**src/hw/rtl/ifr_pkg.sv**
```systemverilog
// Shared types, codes and helpers of the information frame receiver.
`default_nettype none

package ifr_pkg;

    // Width of the internal payload byte counter.
    localparam int LEN_WIDTH = 16;
    localparam int FRAME_LEN_W = 16;
    localparam int LEN_EXT_W = (LEN_WIDTH > FRAME_LEN_W) ? LEN_WIDTH : FRAME_LEN_W;

    localparam int CFG_IDX_W = 3;

    // Configuration register indexes.
    localparam logic [CFG_IDX_W-1:0] CFG_FLAG_BYTE        = 3'd0;
    localparam logic [CFG_IDX_W-1:0] CFG_ESCAPE_BYTE      = 3'd1;
    localparam logic [CFG_IDX_W-1:0] CFG_STUFF_MASK       = 3'd2;
    localparam logic [CFG_IDX_W-1:0] CFG_SENDER_ADDRESS   = 3'd3;
    localparam logic [CFG_IDX_W-1:0] CFG_RECEIVER_ADDRESS = 3'd4;
    localparam logic [CFG_IDX_W-1:0] CFG_INFO_CTRL_SEQ0   = 3'd5;
    localparam logic [CFG_IDX_W-1:0] CFG_INFO_CTRL_SEQ1   = 3'd6;
    localparam logic [CFG_IDX_W-1:0] CFG_DISC_CTRL        = 3'd7;

    // Result kinds.
    localparam logic [2:0] KIND_PAYLOAD   = 3'd0;
    localparam logic [2:0] KIND_ACCEPT    = 3'd1;
    localparam logic [2:0] KIND_REJECT    = 3'd2;
    localparam logic [2:0] KIND_DUPLICATE = 3'd3;
    localparam logic [2:0] KIND_DISC      = 3'd4;

    // Supervision reply kinds.
    localparam logic [1:0] REPLY_NONE = 2'd0;
    localparam logic [1:0] REPLY_RR   = 2'd1;
    localparam logic [1:0] REPLY_REJ  = 2'd2;
    localparam logic [1:0] REPLY_DISC = 2'd3;

    typedef struct packed {
        logic [7:0] flag_byte;
        logic [7:0] escape_byte;
        logic [7:0] stuff_mask;
        logic [7:0] sender_address;
        logic [7:0] receiver_address;
        logic [7:0] info_ctrl_seq0;
        logic [7:0] info_ctrl_seq1;
        logic [7:0] disc_ctrl;
    } cfg_t;

    typedef struct packed {
        logic [2:0]             kind;
        logic [7:0]             data_byte;
        logic [1:0]             reply_kind;
        logic                   reply_seq;
        logic [7:0]             reply_address;
        logic [FRAME_LEN_W-1:0] frame_length;
    } result_t;

    // Clamp the byte counter to the width of the reported frame length.
    function automatic logic [FRAME_LEN_W-1:0] sat_len(input logic [LEN_WIDTH-1:0] count);
        logic [LEN_EXT_W-1:0] ext;
        logic [LEN_EXT_W-1:0] max_len;
        logic [FRAME_LEN_W-1:0] ones;
        ext = LEN_EXT_W'(count);
        ones = '1;
        max_len = LEN_EXT_W'(ones);
        if (ext > max_len)
        begin
            return ones;
        end
        return ext[FRAME_LEN_W-1:0];
    endfunction

endpackage

`default_nettype wire

```
**src/hw/rtl/ifr_cfg_regs.sv**
```systemverilog
// Configuration register bank of the information frame receiver.
`default_nettype none

module ifr_cfg_regs (
    input  wire logic                          clk,
    input  wire logic                          rst_n,
    input  wire logic                          cfg_wr_en,
    input  wire logic [ifr_pkg::CFG_IDX_W-1:0] cfg_index,
    input  wire logic [7:0]                    cfg_data,
    output ifr_pkg::cfg_t                      cfg
);

    ifr_pkg::cfg_t cfg_reg;
    ifr_pkg::cfg_t cfg_next;

    always_comb
    begin
        cfg_next = cfg_reg;
        if (cfg_wr_en)
        begin
            case (cfg_index)
                ifr_pkg::CFG_FLAG_BYTE:        cfg_next.flag_byte        = cfg_data;
                ifr_pkg::CFG_ESCAPE_BYTE:      cfg_next.escape_byte      = cfg_data;
                ifr_pkg::CFG_STUFF_MASK:       cfg_next.stuff_mask       = cfg_data;
                ifr_pkg::CFG_SENDER_ADDRESS:   cfg_next.sender_address   = cfg_data;
                ifr_pkg::CFG_RECEIVER_ADDRESS: cfg_next.receiver_address = cfg_data;
                ifr_pkg::CFG_INFO_CTRL_SEQ0:   cfg_next.info_ctrl_seq0   = cfg_data;
                ifr_pkg::CFG_INFO_CTRL_SEQ1:   cfg_next.info_ctrl_seq1   = cfg_data;
                ifr_pkg::CFG_DISC_CTRL:        cfg_next.disc_ctrl        = cfg_data;
                default:                       cfg_next = cfg_reg;
            endcase
        end
    end

    always_ff @(posedge clk or negedge rst_n)
    begin
        if (!rst_n)
        begin
            cfg_reg.flag_byte        <= 8'h7E;
            cfg_reg.escape_byte      <= 8'h7D;
            cfg_reg.stuff_mask       <= 8'h20;
            cfg_reg.sender_address   <= 8'h03;
            cfg_reg.receiver_address <= 8'h01;
            cfg_reg.info_ctrl_seq0   <= 8'h00;
            cfg_reg.info_ctrl_seq1   <= 8'h40;
            cfg_reg.disc_ctrl        <= 8'h0B;
        end
        else
        begin
            cfg_reg <= cfg_next;
        end
    end

    assign cfg = cfg_reg;

endmodule

`default_nettype wire

```
**src/hw/rtl/ifr_decoder.sv**
```systemverilog
// Input register, frame state machine and destuffing logic of the receiver.
`default_nettype none

module ifr_decoder (
    input  wire logic       clk,
    input  wire logic       rst_n,
    input  wire ifr_pkg::cfg_t cfg,
    input  wire logic       in_valid,
    output logic            in_ready,
    input  wire logic [7:0] rx_byte,
    input  wire logic       advance,
    output logic            step,
    output logic            res_valid,
    output ifr_pkg::result_t res
);

    localparam logic [2:0] PH_HUNT = 3'd0;
    localparam logic [2:0] PH_FLAG = 3'd1;
    localparam logic [2:0] PH_ADDR = 3'd2;
    localparam logic [2:0] PH_CTRL = 3'd3;
    localparam logic [2:0] PH_DATA = 3'd4;
    localparam logic [2:0] PH_ESC  = 3'd5;

    logic       s1_valid_reg;
    logic       s1_valid_next;
    logic [7:0] s1_byte_reg;

    logic [2:0] phase_reg;
    logic [2:0] phase_next;
    logic       expected_seq_reg;
    logic       expected_seq_next;
    logic [7:0] held_control_reg;
    logic [7:0] held_control_next;
    logic [7:0] held_byte_reg;
    logic [7:0] held_byte_next;
    logic       held_valid_reg;
    logic       held_valid_next;
    logic [7:0] running_check_reg;
    logic [7:0] running_check_next;
    logic [ifr_pkg::LEN_WIDTH-1:0] byte_count_reg;
    logic [ifr_pkg::LEN_WIDTH-1:0] byte_count_next;

    logic       in_fire;
    logic [7:0] b;
    logic [7:0] exp_ctrl;
    logic [7:0] dup_ctrl;
    logic       take_en;
    logic [7:0] take_byte;

    assign in_ready = !s1_valid_reg || advance;
    assign in_fire  = in_valid && in_ready;
    assign step     = s1_valid_reg && advance;
    assign b        = s1_byte_reg;
    assign exp_ctrl = expected_seq_reg ? cfg.info_ctrl_seq1 : cfg.info_ctrl_seq0;
    assign dup_ctrl = expected_seq_reg ? cfg.info_ctrl_seq0 : cfg.info_ctrl_seq1;

    always_comb
    begin
        s1_valid_next = s1_valid_reg;
        if (in_fire)
        begin
            s1_valid_next = 1'b1;
        end
        else if (step)
        begin
            s1_valid_next = 1'b0;
        end
    end

    always_comb
    begin
        phase_next         = phase_reg;
        expected_seq_next  = expected_seq_reg;
        held_control_next  = held_control_reg;
        held_byte_next     = held_byte_reg;
        held_valid_next    = held_valid_reg;
        running_check_next = running_check_reg;
        byte_count_next    = byte_count_reg;
        res_valid          = 1'b0;
        res                = '0;
        take_en            = 1'b0;
        take_byte          = b;

        if (step)
        begin
            case (phase_reg)
                PH_HUNT:
                begin
                    if (b == cfg.flag_byte)
                    begin
                        phase_next = PH_FLAG;
                    end
                end
                PH_FLAG:
                begin
                    if (b == cfg.sender_address)
                    begin
                        phase_next = PH_ADDR;
                    end
                    else if (b != cfg.flag_byte)
                    begin
                        phase_next = PH_HUNT;
                    end
                end
                PH_ADDR:
                begin
                    // Expected control wins over duplicate, then disconnect, then flag.
                    if (b == exp_ctrl)
                    begin
                        held_control_next = b;
                        phase_next        = PH_CTRL;
                    end
                    else if (b == dup_ctrl)
                    begin
                        phase_next        = PH_HUNT;
                        res_valid         = 1'b1;
                        res.kind          = ifr_pkg::KIND_DUPLICATE;
                        res.reply_kind    = ifr_pkg::REPLY_RR;
                        res.reply_seq     = !expected_seq_reg;
                        res.reply_address = cfg.sender_address;
                    end
                    else if (b == cfg.disc_ctrl)
                    begin
                        phase_next        = PH_HUNT;
                        res_valid         = 1'b1;
                        res.kind          = ifr_pkg::KIND_DISC;
                        res.reply_kind    = ifr_pkg::REPLY_DISC;
                        res.reply_address = cfg.sender_address;
                    end
                    else if (b == cfg.flag_byte)
                    begin
                        phase_next = PH_FLAG;
                    end
                    else
                    begin
                        phase_next = PH_HUNT;
                    end
                end
                PH_CTRL:
                begin
                    if (b == (held_control_reg ^ cfg.sender_address))
                    begin
                        phase_next         = PH_DATA;
                        held_valid_next    = 1'b0;
                        held_byte_next     = '0;
                        running_check_next = '0;
                        byte_count_next    = '0;
                    end
                    else if (b == cfg.flag_byte)
                    begin
                        phase_next = PH_FLAG;
                    end
                    else
                    begin
                        phase_next = PH_HUNT;
                    end
                end
                PH_DATA:
                begin
                    if (b == cfg.escape_byte)
                    begin
                        phase_next = PH_ESC;
                    end
                    else if (b == cfg.flag_byte)
                    begin
                        // Closing flag: the held byte is the check of the payload.
                        phase_next        = PH_HUNT;
                        held_valid_next   = 1'b0;
                        res_valid         = 1'b1;
                        res.reply_seq     = expected_seq_reg;
                        res.reply_address = cfg.receiver_address;
                        if (held_valid_reg && (held_byte_reg == running_check_reg))
                        begin
                            res.kind          = ifr_pkg::KIND_ACCEPT;
                            res.reply_kind    = ifr_pkg::REPLY_RR;
                            res.frame_length  = ifr_pkg::sat_len(byte_count_reg);
                            expected_seq_next = !expected_seq_reg;
                        end
                        else
                        begin
                            res.kind       = ifr_pkg::KIND_REJECT;
                            res.reply_kind = ifr_pkg::REPLY_REJ;
                            if (held_valid_reg)
                            begin
                                res.frame_length = ifr_pkg::sat_len(byte_count_reg);
                            end
                        end
                    end
                    else
                    begin
                        take_en = 1'b1;
                    end
                end
                PH_ESC:
                begin
                    phase_next = PH_DATA;
                    take_en    = 1'b1;
                    take_byte  = b ^ cfg.stuff_mask;
                end
                default:
                begin
                    phase_next = PH_HUNT;
                end
            endcase
        end

        // A new payload byte pushes out the one held before it.
        if (take_en)
        begin
            if (held_valid_reg)
            begin
                res_valid          = 1'b1;
                res.kind           = ifr_pkg::KIND_PAYLOAD;
                res.data_byte      = held_byte_reg;
                running_check_next = running_check_reg ^ held_byte_reg;
                if (byte_count_reg != '1)
                begin
                    byte_count_next = byte_count_reg + 1'b1;
                end
            end
            held_byte_next  = take_byte;
            held_valid_next = 1'b1;
        end
    end

    always_ff @(posedge clk)
    begin
        if (in_fire)
        begin
            s1_byte_reg <= rx_byte;
        end
    end

    always_ff @(posedge clk or negedge rst_n)
    begin
        if (!rst_n)
        begin
            s1_valid_reg      <= 1'b0;
            phase_reg         <= PH_HUNT;
            expected_seq_reg  <= 1'b0;
            held_control_reg  <= '0;
            held_byte_reg     <= '0;
            held_valid_reg    <= 1'b0;
            running_check_reg <= '0;
            byte_count_reg    <= '0;
        end
        else
        begin
            s1_valid_reg      <= s1_valid_next;
            phase_reg         <= phase_next;
            expected_seq_reg  <= expected_seq_next;
            held_control_reg  <= held_control_next;
            held_byte_reg     <= held_byte_next;
            held_valid_reg    <= held_valid_next;
            running_check_reg <= running_check_next;
            byte_count_reg    <= byte_count_next;
        end
    end

    // The expected sequence only moves when a frame is accepted.
    assert property (@(posedge clk) disable iff (!rst_n)
        (expected_seq_reg != $past(expected_seq_reg)) |->
        $past(step && res_valid && (res.kind == ifr_pkg::KIND_ACCEPT)))
        else $error("expected sequence changed without an accepted frame");

    // A held payload byte exists only inside a frame's data field.
    assert property (@(posedge clk) disable iff (!rst_n)
        held_valid_reg |-> ((phase_reg == PH_DATA) || (phase_reg == PH_ESC)))
        else $error("held byte valid outside the data field");

    // A payload result always leaves the newer payload byte held in its place.
    assert property (@(posedge clk) disable iff (!rst_n)
        (step && res_valid && (res.kind == ifr_pkg::KIND_PAYLOAD)) |=> held_valid_reg)
        else $error("payload emitted without a held byte");

endmodule

`default_nettype wire

```
**src/hw/rtl/ifr_out_reg.sv**
```systemverilog
// Output result register of the information frame receiver.
`default_nettype none

module ifr_out_reg (
    input  wire logic        clk,
    input  wire logic        rst_n,
    input  wire logic        load,
    input  wire ifr_pkg::result_t res,
    output logic             advance,
    output logic             out_valid,
    input  wire logic        out_ready,
    output ifr_pkg::result_t out_res
);

    logic             out_valid_reg;
    logic             out_valid_next;
    ifr_pkg::result_t out_res_reg;

    // The register may be refilled in the same cycle its transaction completes.
    assign advance = !out_valid_reg || out_ready;

    always_comb
    begin
        out_valid_next = out_valid_reg;
        if (load)
        begin
            out_valid_next = 1'b1;
        end
        else if (out_ready)
        begin
            out_valid_next = 1'b0;
        end
    end

    always_ff @(posedge clk)
    begin
        if (load)
        begin
            out_res_reg <= res;
        end
    end

    always_ff @(posedge clk or negedge rst_n)
    begin
        if (!rst_n)
        begin
            out_valid_reg <= 1'b0;
        end
        else
        begin
            out_valid_reg <= out_valid_next;
        end
    end

    assign out_valid = out_valid_reg;
    assign out_res   = out_res_reg;

endmodule

`default_nettype wire

```
**src/hw/rtl/info_frame_receiver_destuffer_unit.sv**
```systemverilog
// A result passes through the input register, then is decoded into the output
// register once that register is free. Throughput: one byte per cycle while the output
// register is free or being read; the decode step is a single pass of compare logic.
// A byte that ends no payload, frame, duplicate or disconnect produces no result.
// Reset (rst_n low, asynchronous) returns to flag hunting, clears the sequence,
// the held byte and the counters, and loads the configuration defaults.
`default_nettype none

module info_frame_receiver_destuffer_unit (
    input  wire logic                          clk,
    input  wire logic                          rst_n,
    input  wire logic                          cfg_wr_en,
    input  wire logic [ifr_pkg::CFG_IDX_W-1:0] cfg_index,
    input  wire logic [7:0]                    cfg_data,
    input  wire logic                          in_valid,
    output logic                               in_ready,
    input  wire logic [7:0]                    rx_byte,
    output logic                               out_valid,
    input  wire logic                          out_ready,
    output logic [2:0]                         kind,
    output logic [7:0]                         data_byte,
    output logic [1:0]                         reply_kind,
    output logic                               reply_seq,
    output logic [7:0]                         reply_address,
    output logic [ifr_pkg::FRAME_LEN_W-1:0]    frame_length
);

    ifr_pkg::cfg_t    cfg;
    ifr_pkg::result_t res;
    ifr_pkg::result_t out_res;
    logic             advance;
    logic             step;
    logic             res_valid;

    ifr_cfg_regs u_cfg_regs (
        .clk       (clk),
        .rst_n     (rst_n),
        .cfg_wr_en (cfg_wr_en),
        .cfg_index (cfg_index),
        .cfg_data  (cfg_data),
        .cfg       (cfg)
    );

    ifr_decoder u_decoder (
        .clk       (clk),
        .rst_n     (rst_n),
        .cfg       (cfg),
        .in_valid  (in_valid),
        .in_ready  (in_ready),
        .rx_byte   (rx_byte),
        .advance   (advance),
        .step      (step),
        .res_valid (res_valid),
        .res       (res)
    );

    ifr_out_reg u_out_reg (
        .clk       (clk),
        .rst_n     (rst_n),
        .load      (step && res_valid),
        .res       (res),
        .advance   (advance),
        .out_valid (out_valid),
        .out_ready (out_ready),
        .out_res   (out_res)
    );

    assign kind          = out_res.kind;
    assign data_byte     = out_res.data_byte;
    assign reply_kind    = out_res.reply_kind;
    assign reply_seq     = out_res.reply_seq;
    assign reply_address = out_res.reply_address;
    assign frame_length  = out_res.frame_length;

endmodule

`default_nettype wire

```
**config.mk**
```make
export PLATFORM = sky130hd
export DESIGN_NAME = info_frame_receiver_destuffer_unit
export DESIGN_NICKNAME = d
export VERILOG_FILES = /design/src/hw/rtl/ifr_pkg.sv /design/src/hw/rtl/ifr_cfg_regs.sv /design/src/hw/rtl/ifr_decoder.sv /design/src/hw/rtl/ifr_out_reg.sv /design/src/hw/rtl/info_frame_receiver_destuffer_unit.sv
export SDC_FILE = /design/constraint.sdc
export NUM_CORES = 1
export LEC_CHECK = 0
export BUFFER_PORTS_ARGS = -buffer_cell sky130_fd_sc_hd__buf_4
export CORE_ASPECT_RATIO = 1.75
export CORE_UTILIZATION = 35
export CTS_CLUSTER_DIAMETER = 50
export DETAILED_ROUTE_END_ITERATION = 8
export MAX_ROUTING_LAYER = met4
export SYNTH_ARGS = -nofsm -noshare
export SYNTH_HDL_FRONTEND = slang
export SYNTH_HIERARCHICAL = 1
export SYNTH_SLANG_ARGS = --single-unit
```
**constraint.sdc**
```tcl
create_clock -name clk -period 3.55 [get_ports clk]
set_input_delay 0 -clock clk [delete_from_list [all_inputs] [get_ports clk]]
set_output_delay 0 -clock clk [all_outputs]
set_load 0.005 [all_outputs]
```
# After elaboration in Yosys (flattened, before gate mapping)
# Cells that the tools add are included.
[totals] reg_bits=157 output_inout_bits=40
[classes] n_addsub=1 order_cmp=1 eq_ne=28 n_mux=90 n_bitwise=7 n_reduce_logical=32
[ops] operator="$mux W16" n=11
[ops] operator="$mux W8" n=15
[ops] operator="$eq A8 B8 Y1" n=8
[ops] operator="$mux W27" n=2
[ops] operator="$mux W3" n=15
[ops] operator="$mux W1" n=34
[ops] operator="$mux W11" n=3
[ops] operator="$xor A8 B8 Y8" n=3
[ops] operator="$pmux W11 S2" n=1
[ops] operator="$eq A3 B3 Y1 const B" n=6
[ops] operator="$pmux W3 S6" n=1
[ops] operator="$reduce_and A2 Y1" n=9
[ops] operator="$add A16 B1 Y16 const B" n=1
[ops] operator="$gt A16 B16 Y1 const B" n=1
[ops] operator="$ne A16 B16 Y1 const B" n=1
[ops] operator="$eq A3 B2 Y1 const B" n=4
[ops] operator="$ne A3 B1 Y1 const B" n=4
[ops] operator="$reduce_and A5 Y1" n=2
[ops] operator="$reduce_bool A2 Y1" n=5
[ops] operator="$mux W2" n=4
[ops] operator="$ne A8 B8 Y1" n=1
[ops] operator="$eq A3 B1 Y1 const B" n=2
[ops] operator="$logic_not A3 Y1" n=2
[ops] operator="$pmux W1 S2" n=3
[ops] operator="11 further kinds" n=21

# Depth between registers and ports, before layout
# Gate-level depths: netlist (run 1).
[depth] depth_word=14 ltp_mapped=12 depth_no_buf=9

# Modules after synthesis
# Netlist (run 1), hierarchy kept.
[by_module_without_submodules] mod="ifr_decoder" n_inst=1 cells_per_inst=410 area_per_inst_um2=4007.6 seq_area_each_um2=1391.3
[by_module_without_submodules] mod="ifr_cfg_regs" n_inst=1 cells_per_inst=143 area_per_inst_um2=2477.4 seq_area_each_um2=1626.6
[by_module_without_submodules] mod="ifr_out_reg" n_inst=1 cells_per_inst=41 area_per_inst_um2=1188.6 seq_area_each_um2=1166.1
[by_module_without_submodules] mod="info_frame_receiver_destuffer_unit" n_inst=1 cells_per_inst=1 area_per_inst_um2=6.3 seq_area_each_um2=0.0

# Worst setup path after synthesis (run 1)
# No wires, ideal clock.
[synth_path] path_type="flip-flop to flip-flop" startpoint="reg u_decoder.s1_byte_reg[7] (netlist: u_decoder/b[7])" endpoint="reg u_out_reg.out_res_reg, in the netlist u_out_reg/out_res[0], enable pin" setup_ns=0.399 arrival_time_ns=2.790 path_slack_ns=0.360 stages_incl_launch_ff=10 path_buffers=2 synth_period_minus_slack_ns=3.190 cell_sequence="edfxtp_1 -> buf_6 -> xor2_1 -> nor4_2 -> nand2_2 -> nor2_1 -> clkbuf_1 -> nor2_1 -> o21ai_0 -> and2_1"
[synth_via] elab_chain_len=9
[synth_rtl] element="from (decl)" line_no="ifr_decoder.sv:26" text="logic [7:0] s1_byte_reg;"
[synth_rtl] element="from (signal assigned)" line_no="ifr_decoder.sv:230" text="s1_byte_reg <= rx_byte;"
[synth_rtl] element="$eq A8 B8 Y1" line_no="ifr_decoder.sv:122" text="else if (b == cfg.disc_ctrl)"
[synth_rtl] element="$mux W1" line_no="ifr_decoder.sv:122"
[synth_rtl] element="$mux W1" line_no="ifr_decoder.sv:113" text="else if (b == dup_ctrl)"
[synth_rtl] element="$mux W1" line_no="ifr_decoder.sv:108" text="if (b == exp_ctrl)"
[synth_rtl] element="$pmux W1 S2" line_no="ifr_decoder.sv:86" text="case (phase_reg)"
[synth_rtl] element="$mux W1" line_no="ifr_decoder.sv:84" text="if (step)"
[synth_rtl] element="$mux W1" line_no="ifr_decoder.sv:210" text="if (held_valid_reg)"
[synth_rtl] element="$mux W1 (*)" line_no="ifr_decoder.sv:208" text="if (take_en)"
[synth_rtl] element="via res_valid" line_no="info_frame_receiver_destuffer_unit.sv:33" text="logic res_valid;"
[synth_rtl] element="$logic_and A1 B1 Y1 (*)" line_no="info_frame_receiver_destuffer_unit.sv:60" text=".load (step && res_valid),"
[synth_rtl] element="to (signal assigned)" line_no="ifr_out_reg.sv:39" text="out_res_reg <= res;"
[synth_rtl] element="to (decl)" line_no="ifr_out_reg.sv:17" text="ifr_pkg::result_t out_res_reg;"
# The timed path passes the listed nets; every way through them passes the cells marked *.
# A chain may end at the register's enable or synchronous reset.

# Worst setup path after layout (run 1)
[layout_path] startpoint="reg u_decoder.s1_byte_reg[0] (netlist: u_decoder/b[0])" endpoint="reg u_out_reg.out_res_reg, in the netlist u_out_reg/out_res[19], enable pin"
# The elaborated chain is that of the path after synthesis.

==> reports/results.env, run 1 <==
NUM_ROWS=71
SEQ_POWER_SHARE_PCT=46.1
WL_MET3_UM=459
ROUTE.ANTENNA.REMAINING_NETS=0
INTPOWER_uW=3860
CTS_BUFFERS=17
P_CLK_SHARE_PCT=32.3
CLOCK_INSERTION_DELAY_WORST_SKEW_PS=430
FLOW.AREA_GROWTH_FROM_SYNTHESIS_PCT=19.9
GP_CONGESTION=0.874
FINAL_ANTENNA_DIODE_COUNT=0
FINAL.FILL_COUNT=2020
SHARE_OF_CELLS_ABOVE_DRIVE_STRENGTH_1_PCT=31.8
DR.PASS1.ITERS=4
MET1WIRELENGTH_MM=6.85
DIE-AREA_UM2=22600
YOSYSUNIQUECELLTYPES=60
CRITPATHMAXFANOUT=14
ROUTE.MET2.WL_MM=9.95
TIMING.HOLD.WORST.CLASS='in -> reg'
INITIAL_CORE_UTIL_PCT=35.7
PERIOD_SHARE_PCT=85.0
FF_LATCH_AREA_UM2=4180
DIE-HEIGHT_UM=198
P_TOTAL_uW=5530
VIAS=4975
WIRE_PER_INST_UM=18.0
DETAILED_PLACE_HPWL_MM=13.4
SETUP.REG_TO_REG.WORST_SLACK_PS=530
POWER_FRAC_COMB_PCT=21.6
POSTSYNTHAREAPERCELL_UM2=12.9
TIGHTEST_SLEW_PS=895
SYNTH-SEQ-AREA-SHARE_PCT=54.5
SETUP.WORST_PATH.START_CLASS='flip-flop'
CP.REQUIRED_PS=3730
SYN-CELL-AREA_UM2=7680
YS_SEQ_ELEMENTS=157
GRT_FIRST_PASS_WIRELENGTH_MM=28.3
SETUP.WORST_PATH.END_CLASS='flip-flop'
WORST_PATH_BUFFER_PLUS_INVERTER_COUNT=1
CRITICAL_PATH_CLASS='reg -> reg'
CLOCK_TREE.BUFFER_DEPTH=2
CRIT-REG2REG-LAUNCH='u_decoder/b[0]'
NUMCLOCKSINKS=157
NUM_IO_PINS=64
FINAL_CORE_UTIL_PCT=42.8
TOTAL_SWITCHING_POWER_uW=1670
TIMING.CLOCK.SKEW_PS=8.27
SLEW_HEADROOM_PCT=40.3
DRV_SLEW=0
NUMBER_OF_GLOBAL_ROUTE_VIAS_BEFORE_REPAIR=5088
REPORT.FINAL.HOLD_VIOL_COUNT=0
WORST-ENDPOINT-ARRIVAL_PS=3200
SYN-INSTANCE-COUNT=595
FP.COREAREA_UM2=21500
DRC=0
AVGVIACOUNTPERCELL=5.05
CRITPATHTOPFAMILY='simple AND/OR/NAND/NOR gates'
DOMINANTREGCELLSYNTH='dfrtp_1'
PATH_CLK_SLEW_PS=70
CP_SLOWEST_CELL='edfxtp_1'
YS.WARNINGS.COUNT=6
ANTENNA_VIOLATIONS_BEFORE_REPAIR=0
MAX_FREQ_MHz=331
ASYNCSETRESETFLOPFRACSYNTH_PCT=70.7
PORT_BUFFERS=63
RSZ_0062_RAISED_AFTER_GLOBAL_ROUTING='no'
TOP_SIGNAL_LAYER_USED='met4'
ROOT_BUF_CELL='clkbuf_16'
MAPPEDNETLISTNETS=620
SYNTH_EDF_COUNT=46
DRV_CAP=0
GRT.OVERFLOW.TOTAL=0
WIRELENGTH_MM=17.7
NUMBER_OF_FLIP_FLOPS_UNDER_THE_LARGEST_REGISTER_NAME=64
SWITCHING_SHARE_PCT=30.1
DETAIL_ROUTE.ITER0.VIOLATIONS=218
HP-START='cfg_index[2]'
CTS_TREE='done'
FINALCRITICALPERIOD_PS=3020
FINAL_NETS=706
WORST_IR_DROP_VDD_V=0.000306
CRIT_CHAIN='xor2_1 -> nor4_2 -> nand2_2 -> a21oi_4 -> or2_2 -> o21ai_0 -> and2_2 -> buf_4'
GRT_START_MAX_NET_PINS=70
CHIP_WIDTH_UM=114
REGTOREGENDPOINT='u_out_reg/out_res[19]'
CELLS_ON_WORST_HOLD_PATH=3
CRITICAL_PATH.MAX_STAGE_DELAY_PS=640
WHS_ENDPOINT='u_cfg_regs/cfg[59]'
RUN_STATUS='complete, no violations'
FINAL.SETUP.TNS_PS=0
LEAKAGE_uW=0.00368
H-TREE-DEPTH=4
GRT_USAGE_PCT=17.2
FINALSETUPVIOLATIONS=0
MULTI_INPUT_GATE_AREA_UM2=3280
PWR_PER_CELL_AREA_nW_PER_UM2=601
WORST_R2R_PATH_CELLS=8
[Yosys cell counts, types with 9 or more instances]
master,n,share of area [%]
edfxtp_1,46,18
nand3_1,9,0.59
mux2i_1,22,2.9
dfstp_2,20,6.8
xor2_1,27,3.1
nand2_1,33,1.6
xnor2_1,43,4.9
dfrtp_1,91,30
nor2_1,24,1.2
mux2_2,78,11
nand4_1,13,1.1
o21ai_0,16,1.0
and2_1,30,2.4
[final cells by class]
cell class              count  share of cell area (%)
multi-input cells         405                    35.7
repair buffers             96                    8.51
well taps                 292                    3.97
flip-flops and latches    157                    45.4
clock buffers              17                    4.62
clock inverters            15                    1.64
inverters                   4                   0.163
[cells in the final DEF, fill, tap and decap left out, types with 3 or more instances in the layout]
| cell type | n |
|---|---|
| xor2_1 | 27 |
| o21ai_0 | 16 |
| inv_8 | 3 |
| a21oi_1 | 8 |
| nor3_1 | 5 |
| nor4_2 | 3 |
| or3_1 | 4 |
| nor4bb_1 | 3 |
| nor2_1 | 24 |
| xnor2_1 | 43 |
| nand3_1 | 9 |
| dlygate4sd3_1 | 20 |
| xnor3_1 | 6 |
| a22oi_1 | 8 |
| mux2i_1 | 22 |
| buf_4 | 75 |
| o211ai_1 | 4 |
| nand4b_1 | 5 |
| inv_6 | 5 |
| o2bb2ai_1 | 8 |
| nand4_1 | 13 |
| inv_1 | 3 |
| and3_1 | 7 |
| mux2_2 | 78 |
| and2_1 | 29 |
| dfrtp_1 | 91 |
| clkbuf_16 | 17 |
| edfxtp_1 | 46 |
| clkinvlp_4 | 3 |
| nand2_1 | 33 |
| o21ai_1 | 6 |
| nor4_1 | 8 |
| dfstp_2 | 20 |
[stage by stage]
stage                     setup slack, ps  std cells  hold slack (ps)  instance area (um^2)
after floorplan                       360        595             -296                  7680
after global placement                615        934              164                  8430
after detailed placement              523        934              176                  8430
after CTS                             516        986             29.9                  9210
after global routing                  326        986             47.8                  9210
final                                 533        986             43.1                  9210
[worst reg2reg max path: stages, from the launching register on]
cell and delay [ps]:
edfxtp_1 640, xor2_1 280, nor4_2 360, nand2_2 220, a21oi_4 320, or2_2 340
o21ai_0 120, and2_2 280, buf_4 220
[how the worst max path moves through the flow]
stage,slack [ps],to,cells after the start,from
after floorplan,360,u_out_reg/out_res[0],9,u_decoder/b[7]
after global placement,620,u_out_reg/out_res[25],8,u_decoder/b[0]
after detailed placement,520,u_out_reg/out_res[25],8,u_decoder/b[0]
after CTS,520,u_out_reg/out_res[19],8,u_decoder/b[0]
after global routing,330,u_out_reg/out_res[19],8,u_decoder/b[0]
final,530,u_out_reg/out_res[19],8,u_decoder/b[0]
[logic make-up (layout without fill, tap and decap cells)]
group	Yosys count	in the layout	share of synthesized area, %
simple gates	161	161	12.3
buf+inv	33	132	2.77
compound gates	65	65	5.82
flops	157	157	54.5
xor+xnor	76	76	9.74
fa+ha+maj	1	1	0.163
mux	102	102	14.7
[power groups by stage]
stage          clock network [uW]  registers (uW)  logic, uW
2_1_floorplan                   0            2470        910
3_3_place_gp                    0            2570       1150
3_5_place_dp                    0            2590       1180
4_1_cts                      1830            2550       1210
5_1_grt                      1890            2600       1310
6_report                     1780            2550       1200
[layer usage]
| layer | track usage, % | up-vias |
|---|---|---|
| li1 | - | 2325 |
| met1 | 18.0 | 2513 |
| met2 | 31.4 | 105 |
| met3 | 2.63 | 32 |
| met4 | 7.84 | 0 |
| met5 | - | - |
[what timing repair did]
item | CTS | global route
gates resized for setup | 0 | 0
hold buffers | 20 | 0
setup buffers | 0 | 0
endpoints found under the hold margin | 123 | 0
Power figures use the tool's default switching activity.
==> inputs of run 2 (changes only) <==
==> constraint.sdc (replaced) <==
create_clock -name clk -period 2.7 [get_ports clk]
set_input_delay 0 -clock clk [delete_from_list [all_inputs] [get_ports clk]]
set_output_delay 0 -clock clk [all_outputs]
set_load 0.005 [all_outputs]
==> reports/results.env, run 2 (synthesis gave the netlist of run 1 again) <==
RUN_STATUS='complete, no violations'
WIRE_PER_INST_UM=18.0
FINAL_COMMON_CELL='buf_4'
CTS_BUFFERS=17
SETUP.WORST_PATH.START_CLASS='flip-flop'
RSZ_0062_RAISED_AFTER_GLOBAL_ROUTING='no'
SLEW_HEADROOM_PCT=56.0
DRV_SLEW=0
CLOCK_TREE.BUFFER_DEPTH=2
GRT.OVERFLOW.TOTAL=0
TIMING.CLOCK.SKEW_PS=10.2
INITIAL_CORE_UTIL_PCT=35.7
SETUP.WORST_PATH.END_CLASS='flip-flop'
FINAL.FILL_COUNT=2039
NUMBER_OF_GLOBAL_ROUTE_VIAS_BEFORE_REPAIR=5352
WORST_R2R_PATH_CELLS=9
HP-START='cfg_index[0]'
TIGHTEST_SLEW_PS=658
WHS_ENDPOINT='u_cfg_regs/cfg[62]'
AVGVIACOUNTPERCELL=5.00
PERIOD_SHARE_PCT=93.8
WORST-ENDPOINT-ARRIVAL_PS=2840
DRV_CAP=0
DIE-HEIGHT_UM=198
CELLS_ON_WORST_HOLD_PATH=3
FLOW.AREA_GROWTH_FROM_SYNTHESIS_PCT=22.9
H-TREE-DEPTH=4
ROUTE.ANTENNA.REMAINING_NETS=0
MOST-COMMON-LAYOUT-CELLS='buf_4, dfrtp_1, mux2_2'
CTS_TREE='done'
NUM_IO_PINS=64
CRIT-REG2REG-LAUNCH='u_decoder/b[3]'
DIE-AREA_UM2=22600
DETAIL_ROUTE.ITER0.VIOLATIONS=139
ANTENNA_VIOLATIONS_BEFORE_REPAIR=0
CRITPATHMAXFANOUT=11
TIMING.HOLD.WORST.CLASS='in -> reg'
GRT_START_MAX_NET_PINS=67
GRT_FIRST_PASS_WIRELENGTH_MM=29.0
SHARE_OF_CELLS_ABOVE_DRIVE_STRENGTH_1_PCT=34.0
LEAKAGE_uW=0.00381
PATH_CLK_SLEW_PS=60
FINALSETUPVIOLATIONS=0
POST-CTS-SETUP-BUFFERS=0
ROOT_BUF_CELL='clkbuf_16'
WIRELENGTH_MM=18.1
PWR_PER_CELL_AREA_nW_PER_UM2=783
FINAL_CORE_UTIL_PCT=43.9
FINAL.SETUP.TNS_PS=0
CP.REQUIRED_PS=3010
MAX_FREQ_MHz=395
DETAILED_PLACE_HPWL_MM=13.8
NUMCLOCKSINKS=157
REGTOREGENDPOINT='u_decoder/byte_count_reg[7]'
FINALCRITICALPERIOD_PS=2530
NUMBER_OF_FLIP_FLOPS_UNDER_THE_LARGEST_REGISTER_NAME=64
PORT_BUFFERS=63
FINAL_ANTENNA_DIODE_COUNT=0
WORST_IR_DROP_VDD_V=0.000399
DRC=0
FP.COREAREA_UM2=21500
SETUP.REG_TO_REG.WORST_SLACK_PS=170
VIAS=5035
GP_CONGESTION=0.862
REPORT.FINAL.HOLD_VIOL_COUNT=0
DR.PASS1.ITERS=5
FINAL_NETS=727
NUM_ROWS=71
CRITICAL_PATH_CLASS='reg -> reg'
CHIP_WIDTH_UM=114
GRT_USAGE_PCT=17.7
CLOCK_INSERTION_DELAY_WORST_SKEW_PS=430
[run 2: changes by cell type in the layout (fill, tap and decap cells not counted), sizes merged]
cell	delta
clkinv	+4
inv	-4
clkinvlp	-1
bufinv	+1
buf	+21
[run 2: repair_timing]
item / in CTS / in global routing
gates resized for setup: 0 / 1
hold buffers: 20 / 0
endpoints found under the setup margin: 0 / 38
hold endpoints to repair: 118 / 0
[run 2: layout make-up]
cell class,count,area (um^2),area share (%)
multi-input combinational,405,3290,34.9
clock inverter,15,165,1.75
clock buffer,17,425,4.51
timing repair buffer,117,991,10.5
sequential,157,4180,44.3
tap,292,365,3.87
inverter,4,15.0,0.159
[run 2: critical path, stage by stage (launching register included)]
cell      delay [ps]
edfxtp_1         610
xnor2_1          220
nand4_1          160
or2_2            180
a21oi_4           70
buf_4            190
nor3_1           460
buf_4            270
nand4_1          130
mux2i_1          140
[run 2: worst max-delay path by stage]
stage | from | end | slack, ps | depth (start not counted)
floorplan | u_decoder/b[7] | u_out_reg/out_res[0] | 100 | 9
global route | u_decoder/expected_seq_reg | u_out_reg/out_res[28] | 10 | 10
CTS | u_decoder/expected_seq_reg | u_out_reg/out_res[33] | 130 | 10
detailed placement | u_decoder/expected_seq_reg | u_out_reg/out_res[30] | 150 | 10
global placement | u_decoder/expected_seq_reg | u_out_reg/out_res[30] | 190 | 10
finish | u_decoder/b[3] | u_decoder/byte_count_reg[7] | 170 | 9
[run 2: through the flow]
step / instances / worst slack, ps / cell area, um^2 / total power (uW) / hold slack (ps)
3_3_place_gp: 955 / 190 / 8640 / 4960 / 56.9
3_5_place_dp: 955 / 147 / 8640 / 5050 / 73.7
4_1_cts: 1007 / 126 / 9430 / 7470 / 41.7
6_report: 1007 / 168 / 9440 / 7390 / 60.5
2_1_floorplan: 595 / 105 / 7680 / 4440 / -296
5_1_grt: 1007 / 12.2 / 9440 / 7790 / 52.0
[run 2: metal layers]
metal / vias up / wire length [um] / GRT usage [%] / part of all wire, %
li1: 2370 / - / - / -
met1: 2549 / 6800 / 17.7 / 38
met2: 91 / 10400 / 33.4 / 57
met3: 25 / 379 / 2.60 / 2.1
met4: 0 / 528 / 7.79 / 2.9
met5: - / 0 / - / 0
[run 2: report_power, final]
group          switching (uW)  leakage [uW]  internal, uW
Clock                    1000      0.000284          1380
Sequential                375       0.00180          2950
Combinational             788       0.00172           898
Total                    2170       0.00381          5220
